$ cat src/afsc_pkg.sv
// Package for the accent-folding string compare unit.
// Holds code point widths, fold tables, verdict and order codes shared by all modules.
// No dependencies.
package afsc_pkg;

   localparam int CP_W    = 21;
   localparam int ORDER_W = 2;
   localparam int CHAR_W  = 8;

   localparam logic [CP_W-1:0] UPPER_FIRST = 21'h000041;
   localparam logic [CP_W-1:0] UPPER_LAST  = 21'h00005A;
   localparam logic [CP_W-1:0] CASE_OFFSET = 21'h000020;
   localparam logic [CP_W-1:0] ASCII_END   = 21'h000080;
   localparam logic [CP_W-1:0] LATIN1_BASE = 21'h0000C0;
   localparam logic [CP_W-1:0] EXT_A_BASE  = 21'h000100;
   localparam logic [CP_W-1:0] EXT_A_LAST  = 21'h00017F;

   localparam logic [CHAR_W-1:0] NO_BASE_CHAR = ".";

   // base letter for U+00C0..U+00FF, first entry in the top bits
   localparam logic [0:63][CHAR_W-1:0] LATIN1_ROM = {
      "aaaaaaaceeeeiiii",
      "dnooooo.ouuuuy.s",
      "aaaaaaaceeeeiiii",
      "dnooooo.ouuuuy.y"
   };

   // base letter for U+0100..U+017F
   localparam logic [0:127][CHAR_W-1:0] EXT_A_ROM = {
      "aaaaaaccccccccdd",
      "ddeeeeeeeeeegggg",
      "gggghhhhiiiiiiii",
      "iiiijjkkklllllll",
      "lllnnnnnnnnnoooo",
      "oooorrrrrrssssss",
      "ssttttttuuuuuuuu",
      "uuuuwwyyyzzzzzzs"
   };

   typedef enum logic [1:0] {
      VERDICT_UNDECIDED,
      VERDICT_LESS,
      VERDICT_EQUAL,
      VERDICT_GREATER
   } verdict_type;

   localparam logic [ORDER_W-1:0] ORDER_LESS    = 2'b11;
   localparam logic [ORDER_W-1:0] ORDER_EQUAL   = 2'b00;
   localparam logic [ORDER_W-1:0] ORDER_GREATER = 2'b01;

   typedef struct packed {
      logic [CP_W-1:0] fold_key;
      logic [CP_W-1:0] case_key;
      logic            ended;
   } key_type;

   typedef struct packed {
      logic fire;
      logic last;
   } step_type;

endpackage

$ cat src/afsc_fold.sv
// Key generation for one code point: ASCII case key and accent-folded primary key.
// Depends on afsc_pkg for the fold tables.
module afsc_fold import afsc_pkg::*; (
   input  logic [CP_W-1:0] code_point,
   output key_type         key
);

   logic [CP_W-1:0]   case_key;
   logic [CHAR_W-1:0] latin1_char;
   logic [CHAR_W-1:0] ext_a_char;

   always_comb begin
      if (code_point >= UPPER_FIRST && code_point <= UPPER_LAST) begin
         case_key = code_point + CASE_OFFSET;
      end else begin
         case_key = code_point;
      end
      latin1_char = LATIN1_ROM[code_point[5:0]];
      ext_a_char  = EXT_A_ROM[code_point[6:0]];

      key.case_key = case_key;
      key.ended    = (code_point == '0);
      if (code_point < ASCII_END) begin
         key.fold_key = case_key;
      end else if (code_point >= LATIN1_BASE && code_point < EXT_A_BASE) begin
         // keep the code point where no base letter exists
         key.fold_key = (latin1_char == NO_BASE_CHAR) ? code_point
                                                      : {{(CP_W-CHAR_W){1'b0}}, latin1_char};
      end else if (code_point >= EXT_A_BASE && code_point <= EXT_A_LAST) begin
         key.fold_key = {{(CP_W-CHAR_W){1'b0}}, ext_a_char};
      end else begin
         key.fold_key = code_point;
      end
   end

endmodule

$ cat src/afsc_verdict.sv
// Verdict state for one string pair: primary and secondary verdicts and end flag.
// Depends on afsc_pkg; takes the keys from two afsc_fold instances.
module afsc_verdict import afsc_pkg::*; (
   input  logic               clock,
   input  logic               reset,
   input  step_type           step,
   input  key_type            key_a,
   input  key_type            key_b,
   output logic [ORDER_W-1:0] order
);

   verdict_type primary_ff, primary_in;
   verdict_type secondary_ff, secondary_in;
   logic        ended_ff, ended_in;

   verdict_type primary_step, secondary_step, end_verdict, final_verdict;

   always_comb begin
      if (!key_a.ended) begin
         end_verdict = VERDICT_GREATER;
      end else if (!key_b.ended) begin
         end_verdict = VERDICT_LESS;
      end else begin
         end_verdict = VERDICT_EQUAL;
      end

      primary_step   = primary_ff;
      secondary_step = secondary_ff;
      ended_in       = ended_ff;
      if (!ended_ff) begin
         if (key_a.ended || key_b.ended) begin
            ended_in = 1'b1;
            if (primary_ff == VERDICT_UNDECIDED && end_verdict != VERDICT_EQUAL) begin
               primary_step = end_verdict;
            end
            if (secondary_ff == VERDICT_UNDECIDED) begin
               secondary_step = end_verdict;
            end
         end else begin
            if (primary_ff == VERDICT_UNDECIDED && key_a.fold_key != key_b.fold_key) begin
               primary_step = (key_a.fold_key < key_b.fold_key) ? VERDICT_LESS
                                                                 : VERDICT_GREATER;
            end
            if (secondary_ff == VERDICT_UNDECIDED && key_a.case_key != key_b.case_key) begin
               secondary_step = (key_a.case_key < key_b.case_key) ? VERDICT_LESS
                                                                   : VERDICT_GREATER;
            end
         end
      end

      // implicit end of both strings after the last word
      if (primary_step != VERDICT_UNDECIDED) begin
         final_verdict = primary_step;
      end else if (secondary_step != VERDICT_UNDECIDED) begin
         final_verdict = secondary_step;
      end else begin
         final_verdict = VERDICT_EQUAL;
      end

      unique case (final_verdict)
         VERDICT_LESS:    order = ORDER_LESS;
         VERDICT_GREATER: order = ORDER_GREATER;
         default:         order = ORDER_EQUAL;
      endcase

      primary_in   = primary_ff;
      secondary_in = secondary_ff;
      if (step.fire) begin
         if (step.last) begin
            primary_in   = VERDICT_UNDECIDED;
            secondary_in = VERDICT_UNDECIDED;
            ended_in     = 1'b0;
         end else begin
            primary_in   = primary_step;
            secondary_in = secondary_step;
         end
      end else begin
         ended_in = ended_ff;
      end
   end

   always_ff @(posedge clock) begin
      if (reset) begin
         primary_ff   <= VERDICT_UNDECIDED;
         secondary_ff <= VERDICT_UNDECIDED;
         ended_ff     <= 1'b0;
      end else begin
         primary_ff   <= primary_in;
         secondary_ff <= secondary_in;
         ended_ff     <= ended_in;
      end
   end

endmodule

$ cat src/accent_fold_string_compare_unit.sv
// Top level of the accent-folding string compare unit.
// Depends on afsc_pkg, afsc_fold and afsc_verdict.
//
// Each input word carries one code point of each string (0 marks the end of that
// string) and tlast on the final pair. One word is taken every clock cycle unless a
// last word waits in the input register for a full output register. A word passes
// the input register, then the folding ROMs and key compare; the verdict for a pair
// is written to the output register as the last word advances, as -1, 0 or 1 in
// two's complement. Words before the last give no result and do not wait for output.
module accent_fold_string_compare_unit import afsc_pkg::*; (
   input  logic        clock,
   input  logic        reset,
   input  logic        req_tvalid,
   output logic        req_tready,
   input  logic [47:0] req_tdata,   // char_a [20:0], char_b [41:21], zero [47:42]
   input  logic        req_tlast,   // last
   output logic        rsp_tvalid,
   input  logic        rsp_tready,
   output logic [7:0]  rsp_tdata    // order [1:0], zero [7:2]
);

   logic              s1_valid_ff, s1_valid_in;
   logic [CP_W-1:0]   s1_char_a_ff;
   logic [CP_W-1:0]   s1_char_b_ff;
   logic              s1_last_ff;
   logic              rsp_valid_ff, rsp_valid_in;
   logic [ORDER_W-1:0] rsp_order_ff;

   logic               accept;
   logic               advance;
   logic               out_free;
   step_type           step;
   key_type            key_a, key_b;
   logic [ORDER_W-1:0] order;

   afsc_fold u_fold_a (
      .code_point (s1_char_a_ff),
      .key        (key_a)
   );

   afsc_fold u_fold_b (
      .code_point (s1_char_b_ff),
      .key        (key_b)
   );

   afsc_verdict u_verdict (
      .clock (clock),
      .reset (reset),
      .step  (step),
      .key_a (key_a),
      .key_b (key_b),
      .order (order)
   );

   always_comb begin
      out_free     = !rsp_valid_ff || rsp_tready;
      advance      = s1_valid_ff && (!s1_last_ff || out_free);
      req_tready   = !s1_valid_ff || advance;
      accept       = req_tvalid && req_tready;
      step.fire    = advance;
      step.last    = s1_last_ff;
      s1_valid_in  = accept || (s1_valid_ff && !advance);
      if (advance && s1_last_ff) begin
         rsp_valid_in = 1'b1;
      end else if (rsp_tready) begin
         rsp_valid_in = 1'b0;
      end else begin
         rsp_valid_in = rsp_valid_ff;
      end
      rsp_tvalid = rsp_valid_ff;
      rsp_tdata  = {{(8-ORDER_W){1'b0}}, rsp_order_ff};
   end

   always_ff @(posedge clock) begin
      if (reset) begin
         s1_valid_ff  <= 1'b0;
         rsp_valid_ff <= 1'b0;
      end else begin
         s1_valid_ff  <= s1_valid_in;
         rsp_valid_ff <= rsp_valid_in;
      end
   end

   always_ff @(posedge clock) begin
      if (accept) begin
         s1_char_a_ff <= req_tdata[CP_W-1:0];
         s1_char_b_ff <= req_tdata[2*CP_W-1:CP_W];
         s1_last_ff   <= req_tlast;
      end
      if (advance && s1_last_ff) begin
         rsp_order_ff <= order;
      end
   end

endmodule
$ cat config.mk
export PLATFORM = sky130hd
export DESIGN_NAME = accent_fold_string_compare_unit
export DESIGN_NICKNAME = d
export VERILOG_FILES = /design/src/afsc_pkg.sv /design/src/afsc_fold.sv /design/src/afsc_verdict.sv /design/src/accent_fold_string_compare_unit.sv
export SDC_FILE = /design/constraint.sdc
export NUM_CORES = 1
export LEC_CHECK = 0
export ABC_AREA = 1
export BUFFER_PORTS_ARGS = -buffer_cell sky130_fd_sc_hd__buf_2
export CORE_AREA = 2 2 86 150
export CTS_CLUSTER_SIZE = 14
export DETAILED_ROUTE_END_ITERATION = 16
export DIE_AREA = 0 0 88 152
export GPL_ROUTABILITY_DRIVEN = 0
export PLACE_DENSITY = 0.65
export SKIP_CTS_REPAIR_TIMING = 1
export SYNTH_ARGS = -nofsm -noshare
export SYNTH_HDL_FRONTEND = slang
export SYNTH_SLANG_ARGS = --single-unit
$ cat constraint.sdc
create_clock -name clock -period 2.9 [get_ports clock]
set_input_delay 0.145 -clock clock [delete_from_list [all_inputs] [get_ports clock]]
set_output_delay 0.145 -clock clock [all_outputs]
set_load 0.005 [all_outputs]
==> flow_summary.json, run 1 <==
{
  "clk_pin_slew_ns": 0.07,
  "routed_wl_mm": 16.7,
  "fin_ws_ns": -0.293,
  "synth-xor-area-share": 0,
  "p_leak_nw": 3.75,
  "synth_top_family_by_area": "simple AND/OR/NAND/NOR gates",
  "fill_cells": 1127,
  "drive_gt1_frac": 0.357,
  "first_global_vias": 5863,
  "drtIter0Drc": 382,
  "cp-start-kind": "flip-flop",
  "multi_input_area_um2": 3690,
  "worstPathRequired_ns": 3.06,
  "layout_commonest_cell": "nand2_1",
  "slew_viol_final": 0,
  "syn_inst": 804,
  "pre_cts_slack_ns": -0.401,
  "irDropWorstVdd_mv": 0.297,
  "hold_ws_ns": 0.0156,
  "cp-end-kind": "flip-flop",
  "r2r_cells": 20,
  "cts_root_buffer": "clkbuf_16",
  "post-route-period-util": 1.10,
  "p_per_area_nw_per_um2": 313,
  "drc": 0,
  "synthSimpleGateAreaFrac": 0.350,
  "seq_area_um2": 1490,
  "cp_cell_sequence": "buf_6 -> ha_4 -> nand2_2 -> nor2_2 -> nand2_1 -> o21ai_1 -> nor3b_4 -> buf_6 -> and3_1 -> o21a_1 -> ha_4 -> a21oi_1 -> nand3_1 -> nand2_1 -> nand3_2 -> nand2_1 -> nand2_1 -> a21oi_2 -> nand3_1 -> nand2_1",
  "crit_top_cell": "nand2_1",
  "totalPowerFinal_mw": 2.38,
  "antenna_found_initial": 0,
  "ff2ff_setup_slack_ns": -0.29,
  "port_buffers": 50,
  "rr_endpoint": "rsp_order_ff[1]",
  "syn_area_um2": 5340,
  "ys_ff_latch": 52,
  "routed_via_density": 5.17,
  "muxShareOfSynthArea": 0,
  "die_area_um2": 13400,
  "rows": 54,
  "ios": 63,
  "hold_depth": 1,
  "placed_cells": 1142,
  "fin_crit_ns": 3.19,
  "cp_data_arrival_time_ns": 3.36,
  "grt_max_degree": 34,
  "core_um2": 12200,
  "worstHoldStart": "req_tdata[0]",
  "syn_area_per_cell_um2": 6.64,
  "timing_worst_setup_path_type": "reg -> reg",
  "worst_skew_pair.late_latency_ns": 0.30,
  "critPathMaxFanout": 6,
  "nets": 1111,
  "finalSetupViolations": 5,
  "grtUsageTotal": 0.250,
  "start_util": 0.436,
  "hpwl_mm": 13.1,
  "synth_compound_area_frac": 0.117,
  "die_h_um": 152,
  "ant_nets": 0,
  "hold_violations": 0,
  "skew_ns": 0.00755,
  "vias": 6042,
  "status": "complete, but fails checks",
  "layout.cells.non_filler": 1169,
  "maxCapViolCount": 0,
  "synthDistinctLibCells": 46,
  "synth_top_flop_cell": "edfxtp_1",
  "cts_buffer_depth": 2,
  "yosys_warnings": 0,
  "violations": "negative setup slack",
  "cts-buffers-inserted": 5,
  "r2r_start": "s1_char_a_ff[1]",
  "critPathMaxStageDelay_ns": 0.45,
  "h-tree-depth": 2,
  "synthAdderAreaFrac": 0.136,
  "cp_slowest_cell": "edfxtp_1",
  "async_flop_share": 0,
  "synth_edf_count": 45,
  "cts_tree": "yes",
  "synth-seq-area-share": 0.279,
  "synthToLayoutAreaGrowth_pct": 42.7,
  "max_freq_ghz": 0.313,
  "post_drt_wl_per_cell_um": 14.3,
  "die_w_um": 88,
  "cts.sinks": 52,
  "final_cell_mix": "nand2_1, buf_4, nor2_1",
  "drt-pass1-iter-count": 5,
  "gr-total-overflow": 0,
  "n_antenna_cell": 0,
  "setup_tns_ns": -0.766,
  "hold_end": "s1_char_a_ff[0]",
  "grt_setup_unrepaired": "yes",
  "min_path_type": "in -> reg",
  "grt_pass1_wl_mm": 26.5
}
## report_power, final
group	leakage [nW]	switching, mW	internal, mW
Clock	0.0893	0.282	0.461
Sequential	0.495	0.0291	0.860
Combinational	3.17	0.412	0.340
Total	3.75	0.722	1.66
## layer usage
layer  global-route usage  routed length (um)
met4                0.163                1160
met3               0.0299                 731
met2                0.451                8720
met1                0.259                6060
met5                    0                   0
## synth_stat cells, types with 11 or more instances
cell type,count,area share
ha_1,58,0.14
edfxtp_1,45,0.25
a21oi_1,38,0.036
o21ai_1,14,0.013
nand3_1,62,0.058
nand4_1,17,0.020
inv_1,92,0.065
nor2_1,97,0.068
clkbuf_1,27,0.019
inv_2,11,0.0077
nor3_1,11,0.010
o21ai_0,25,0.023
nand2_1,220,0.15
## layout make-up
cell class	instances	area share
Clock buffer	7	0.0202
Clock inverter	1	0.00394
Inverter	106	0.0535
Multi-Input combinational cell	606	0.484
Sequential cell	52	0.196
Tap cell	168	0.0276
Timing Repair Buffer	229	0.214
## per-stage QoR
stage,area (um2),util
6_report,7620,0.623
5_1_grt,7620,0.623
3_3_place_gp,6820,0.558
4_1_cts,7010,0.573
2_1_floorplan,5380,-
3_5_place_dp,6820,0.558
## state kept, by name, summed over array words and instances (netlist names)
signal                  flops
s1_valid_ff                 1
u_verdict.secondary_ff      2
u_verdict.ended_ff          1
s1_char_b_ff               21
u_verdict.primary_ff        2
rsp_order_ff                2
rsp_tvalid                  1
s1_char_a_ff               21
s1_last_ff                  1
## worst max path at each step
stage                                from              end  slack [ns]  cells past startpoint
after floorplan           s1_char_a_ff[1]  rsp_order_ff[1]        0.03                     26
after global placement    s1_char_a_ff[0]  rsp_order_ff[1]       -0.36                     22
after detailed placement  s1_char_a_ff[0]  rsp_order_ff[1]       -0.40                     22
after CTS                 s1_char_a_ff[0]  rsp_order_ff[1]       -0.44                     22
after global routing      s1_char_b_ff[0]  rsp_order_ff[1]       -0.49                     25
final                     s1_char_a_ff[1]  rsp_order_ff[1]       -0.29                     20
## kinds of logic after synthesis
group / count (synthesis)
AO/OA/AOI/OAI: 108
adder cells (fa/ha/maj): 58
buffers and inverters: 152
flip-flops: 52
other: 1
AND/OR/NAND/NOR: 433
## worst max-delay path: cells and delay by family, from the launching register on
family | cells | cell delay [ns]
flip-flops | 1 | 0.45
AO/OA/AOI/OAI | 4 | 0.61
AND/OR/NAND/NOR | 12 | 1.29
adder cells (fa/ha/maj) | 2 | 0.37
buffers and inverters | 2 | 0.30
Power figures use the tool's default switching activity.
==> inputs of run 2 (changes only) <==
ABC_AREA = not set   (was 1)
BUFFER_PORTS_ARGS = -buffer_cell sky130_fd_sc_hd__buf_4   (was -buffer_cell sky130_fd_sc_hd__buf_2)
CORE_AREA = 2 2 81 142   (was 2 2 86 150)
DIE_AREA = 0 0 83 144   (was 0 0 88 152)
PLACE_DENSITY = 0.66   (was 0.65)
==> flow_summary.json, run 2 <==
{
  "syn_area_um2": 4770,
  "wl_met2_mm": 7.82,
  "drt-pass1-iter-count": 5,
  "cp_data_arrival_time_ns": 4.22,
  "cts.sinks": 52,
  "post-route-period-util": 1.38,
  "placed_cells": 846,
  "finalSetupViolations": 6,
  "drtIter0Drc": 340,
  "clk_pin_slew_ns": 0.06,
  "final_cell_mix": "buf_4, ha_1, nand2_1",
  "fin_area_um2": 6760,
  "drc": 0,
  "p_leak_nw": 3.04,
  "yosysMostFrequentCell": "ha_1",
  "p_per_area_nw_per_um2": 318,
  "synthDistinctLibCells": 69,
  "n_antenna_cell": 0,
  "setup_tns_ns": -5.59,
  "totalPowerFinal_mw": 2.15,
  "rr_endpoint": "u_verdict.secondary_ff[1]",
  "ios": 63,
  "syn_inst": 565,
  "slew_viol_final": 0,
  "relSlewSlack": 0.670,
  "ys_top_cells_by_count": "ha_1, clkbuf_1, a21oi_1",
  "ant_nets": 0,
  "vias": 4982,
  "cts_root_buffer": "clkbuf_16",
  "h-tree-depth": 2,
  "die_w_um": 83,
  "drive_gt1_frac": 0.379,
  "worstPathRequired_ns": 3.13,
  "critical_path.startpoint": "s1_char_a_ff[13]",
  "synth-seq-area-share": 0.313,
  "first_global_vias": 4919,
  "layout_commonest_cell": "buf_4",
  "hold_violations": 0,
  "skew_ns": 0.00610,
  "tightestPinTransition_ns": 0.492,
  "cts-buffers-inserted": 5,
  "grtUsageTotal": 0.222,
  "fin_crit_ns": 3.99,
  "pre_cts_slack_ns": -1.27,
  "post_dp_cell_area_um2": 6300,
  "crit_path_end": "u_verdict.secondary_ff[1]",
  "fill_cells": 862,
  "die_area_um2": 12000,
  "rows": 51,
  "hold_ws_ns": 0.0251,
  "synth_edf_count": 45,
  "synth_top_area_frac": 0.283,
  "yosys.area.top_type": "edfxtp_1",
  "routed_via_density": 5.79,
  "nets": 839,
  "routed_wl_mm": 14.0,
  "worst_skew_pair.late_latency_ns": 0.29,
  "ff2ff_setup_slack_ns": -1.09,
  "synth_top_flop_cell": "edfxtp_1",
  "synthToLayoutAreaGrowth_pct": 41.9,
  "r2r_cells": 14,
  "wl_met1_mm": 4.95,
  "cp-end-kind": "flip-flop",
  "cp-start-kind": "flip-flop",
  "async_flop_share": 0,
  "critPathMaxFanout": 3,
  "cts_tree": "yes",
  "irDropWorstVdd_mv": 0.490,
  "yosys_warnings": 0,
  "port_buffers": 50,
  "maxCapViolCount": 0,
  "gr-total-overflow": 0,
  "start_util": 0.437,
  "utilization": 0.620,
  "status": "complete, but fails checks",
  "post_drt_wl_per_cell_um": 16.3,
  "min_path_type": "in -> reg",
  "dr.max_layer_used": "met4",
  "layout.cells.non_filler": 861,
  "violations": "negative setup slack",
  "grt_pass1_wl_mm": 21.6,
  "wl_met3_um": 535,
  "grt_setup_unrepaired": "yes",
  "hpwl_mm": 10.9,
  "core_um2": 10900,
  "cts_buffer_depth": 2,
  "r2r_start": "s1_char_a_ff[13]",
  "ys_ff_latch": 52,
  "antenna_found_initial": 0,
  "synth.area.top_cells": "edfxtp_1, ha_1, a21oi_1",
  "fin_ws_ns": -1.09,
  "max_freq_ghz": 0.251,
  "timing_worst_setup_path_type": "reg -> reg",
  "reg_top3": "s1_char_a_ff (21), s1_char_b_ff (21)",
  "grt_max_degree": 36,
  "syn_area_per_cell_um2": 8.44,
  "die_h_um": 144
}
run 2: changes by cell type after synthesis, sizes merged, moves of 7 or more:
| cell | change |
|---|---|
| nand2 | -176 |
| nor2 | -71 |
| inv | -67 |
| nand3 | -46 |
| clkbuf | +23 |
| a211oi | +12 |
| nand4 | -11 |
| buf | -10 |
| nand2b | +10 |
| a21oi | +8 |
| a221oi | +8 |
| nor4 | +8 |
| o21ai | -7 |
run 2: logic make-up after synthesis:
group                    Yosys count  synth area share
multiplexers                       7            0.0163
adder cells (fa/ha/maj)           58             0.152
XOR/XNOR                           5           0.00919
other                              1          0.000787
AND/OR/NAND/NOR                  191             0.217
flip-flops                        52             0.313
AO/OA/AOI/OAI                    151             0.208
buffers and inverters            100            0.0837
run 2: how the worst min path moves through the flow:
stage	to	startpoint	depth (start not counted)
floorplan	s1_valid_ff	reset	1
detailed placement	s1_char_a_ff[13]	req_tdata[13]	1
CTS	s1_char_a_ff[14]	req_tdata[14]	1
global route	s1_char_b_ff[4]	req_tdata[25]	1
finish	s1_char_a_ff[0]	req_tdata[0]	1
global placement	s1_char_a_ff[0]	req_tdata[0]	1
run 2: where the power goes:
part,internal [mW],switching [mW]
clock,0.367,0.239
combinational,0.328,0.321
sequential,0.860,0.0355
total,1.56,0.595
run 2: worst max-delay path, cell delays in order, from the launching register on:
cell and delay (ns):
edfxtp_1 0.38, or4_4 0.60, nor4_4 0.27, buf_4 0.17, nand2b_4 0.07, nor3_4 0.25
mux2i_2 0.29, ha_1 0.28, and4_1 0.19, nor4bb_4 0.16, a41o_1 0.24, nor3_2 0.22
mux2_4 0.33, or3b_4 0.37, a21oi_2 0.11
run 2: final cells by class:
| type | instances | area, um2 | share of cell area |
|---|---|---|---|
| clock buffers | 8 | 156 | 0.0231 |
| inverters | 41 | 159 | 0.0235 |
| multi-input cells | 418 | 3200 | 0.473 |
| flip-flops and latches | 52 | 1490 | 0.221 |
| well taps | 132 | 165 | 0.0244 |
| repair buffers | 210 | 1590 | 0.235 |
run 2: per-layer routing:
metal  global-route usage  vias up
li1                     -     2392
met1                0.218     2343
met2                0.436      187
met3               0.0188       60
met4                0.148        0
met5                    0        -
==> inputs of run 3 (changes only) <==
REMOVE_ABC_BUFFERS = 1   (was not set)
==> flow_summary.json, run 3 (synthesized netlist as in run 2, its figures left out) <==
{
  "reg_top3": "s1_char_a_ff (21), s1_char_b_ff (21)",
  "violations": "negative setup slack",
  "grt_setup_unrepaired": "yes",
  "status": "complete, but fails checks",
  "r2r_cells": 15,
  "internal_power_mw": 1.49,
  "timing_worst_setup_path_type": "reg -> reg",
  "worst_skew_pair.late_latency_ns": 0.29,
  "routed_via_density": 5.79,
  "final_cell_mix": "buf_4, ha_1, a21oi_1",
  "rr_endpoint": "u_verdict.secondary_ff[1]",
  "cts_buffer_depth": 2,
  "cts_root_buffer": "clkbuf_16",
  "first_global_vias": 4804,
  "r2r_start": "s1_char_a_ff[9]",
  "ant_nets": 0,
  "worstPathRequired_ns": 3.12,
  "cp_data_arrival_time_ns": 4.36,
  "cts.sinks": 52,
  "hpwl_mm": 11.1,
  "max_freq_ghz": 0.242,
  "cp-end-kind": "flip-flop",
  "port_buffers": 50,
  "drtIter0Drc": 367,
  "n_antenna_cell": 0,
  "p_switching_mw": 0.573,
  "critPathMaxFanout": 3,
  "hold_violations": 0,
  "skew_ns": 0.00562,
  "p_seq_frac": 0.431,
  "drt-pass1-iter-count": 6,
  "hold_ws_ns": 0.0255,
  "finalSetupViolations": 6,
  "cts_tree": "yes",
  "grt_pass1_wl_mm": 21.5,
  "die_h_um": 144,
  "routed_wl_mm": 13.5,
  "clk_pin_slew_ns": 0.06,
  "switching_share": 0.278,
  "totalPowerFinal_mw": 2.06,
  "antenna_found_initial": 0,
  "vias": 4945,
  "cp-start-kind": "flip-flop",
  "pre_cts_slack_ns": -1.47,
  "nets": 832,
  "p_leak_nw": 2.93,
  "critical_path.startpoint": "s1_char_a_ff[9]",
  "die_w_um": 83,
  "layout_commonest_cell": "buf_4",
  "p_per_area_nw_per_um2": 317,
  "drc": 0,
  "post_drt_wl_per_cell_um": 15.9,
  "gr-total-overflow": 0,
  "ff2ff_setup_slack_ns": -1.23,
  "irDropWorstVdd_mv": 0.464,
  "clkPwrFrac": 0.269,
  "fill_cells": 894,
  "grt_max_degree": 36,
  "grtUsageTotal": 0.222,
  "cts-buffers-inserted": 5,
  "min_path_type": "in -> reg",
  "start_util": 0.437,
  "drive_gt1_frac": 0.341,
  "synthToLayoutAreaGrowth_pct": 36.5,
  "post-route-period-util": 1.43,
  "fin_crit_ns": 4.13,
  "h-tree-depth": 2,
  "combPwrFrac": 0.300,
  "crit_path_end": "u_verdict.secondary_ff[1]",
  "die_area_um2": 12000,
  "core_um2": 10900,
  "fin_ws_ns": -1.23,
  "utilization": 0.596,
  "slew_viol_final": 0,
  "maxCapViolCount": 0,
  "ios": 63,
  "setup_tns_ns": -6.16,
  "rows": 51
}
[run 3: layer usage]
layer | part of all wire | global-route usage | vias up
met5 | 0 | 0 | -
met4 | 0.065 | 0.158 | 0
met3 | 0.038 | 0.0137 | 60
met2 | 0.55 | 0.433 | 179
met1 | 0.34 | 0.219 | 2324
li1 | - | - | 2382
[run 3: cell type report]
cell class,count,area (um2),share of cell area
multi-input combinational,418,3040,0.466
tap,132,165,0.0254
sequential,52,1490,0.229
clock buffer,7,133,0.0204
clock inverter,1,5.00,0.000769
timing repair buffer,203,1520,0.234
inverter,41,154,0.0236
[run 3: worst max-delay path: stages (launching register included)]
cell and delay [ns]:
edfxtp_1 0.41, or4_4 0.56, nor4_1 0.29, buf_4 0.17
nand2b_1 0.10, nor3_4 0.19, mux2i_2 0.31, ha_1 0.29
and4_1 0.20, nor4bb_1 0.12, buf_4 0.13, a41o_1 0.25
nor3_4 0.18, mux2_4 0.33, or3b_1 0.37, a21oi_1 0.14
[run 3: power by group through the flow]
stage          Combinational, mW  Sequential, mW  Clock (mW)
6_report                   0.618           0.890       0.555
5_1_grt                    0.680           0.895       0.588
4_1_cts                    0.587           0.889       0.568
3_5_place_dp               0.584           0.905           0
3_3_place_gp               0.562           0.903           0
2_1_floorplan              0.260           0.933           0
[run 3: metrics by stage]
| step | instance area (um2) | cells |
|---|---|---|
| final | 6510 | 854 |
| after CTS | 6330 | 847 |
| after floorplan | 4540 | 511 |
| after global placement | 6190 | 839 |
| after global routing | 6510 | 854 |
| after detailed placement | 6190 | 839 |
[run 3: worst min-delay path by stage]
stage	cells after the start	slack, ns	start	endpoint
final	1	0.03	req_tdata[22]	s1_char_b_ff[1]
after global placement	1	0.32	req_tdata[39]	s1_char_b_ff[18]
after floorplan	1	0.21	reset	s1_valid_ff
after global routing	1	0.02	req_tdata[27]	s1_char_b_ff[6]
after CTS	1	0.02	req_tdata[27]	s1_char_b_ff[6]
after detailed placement	1	0.32	req_tdata[13]	s1_char_a_ff[13]
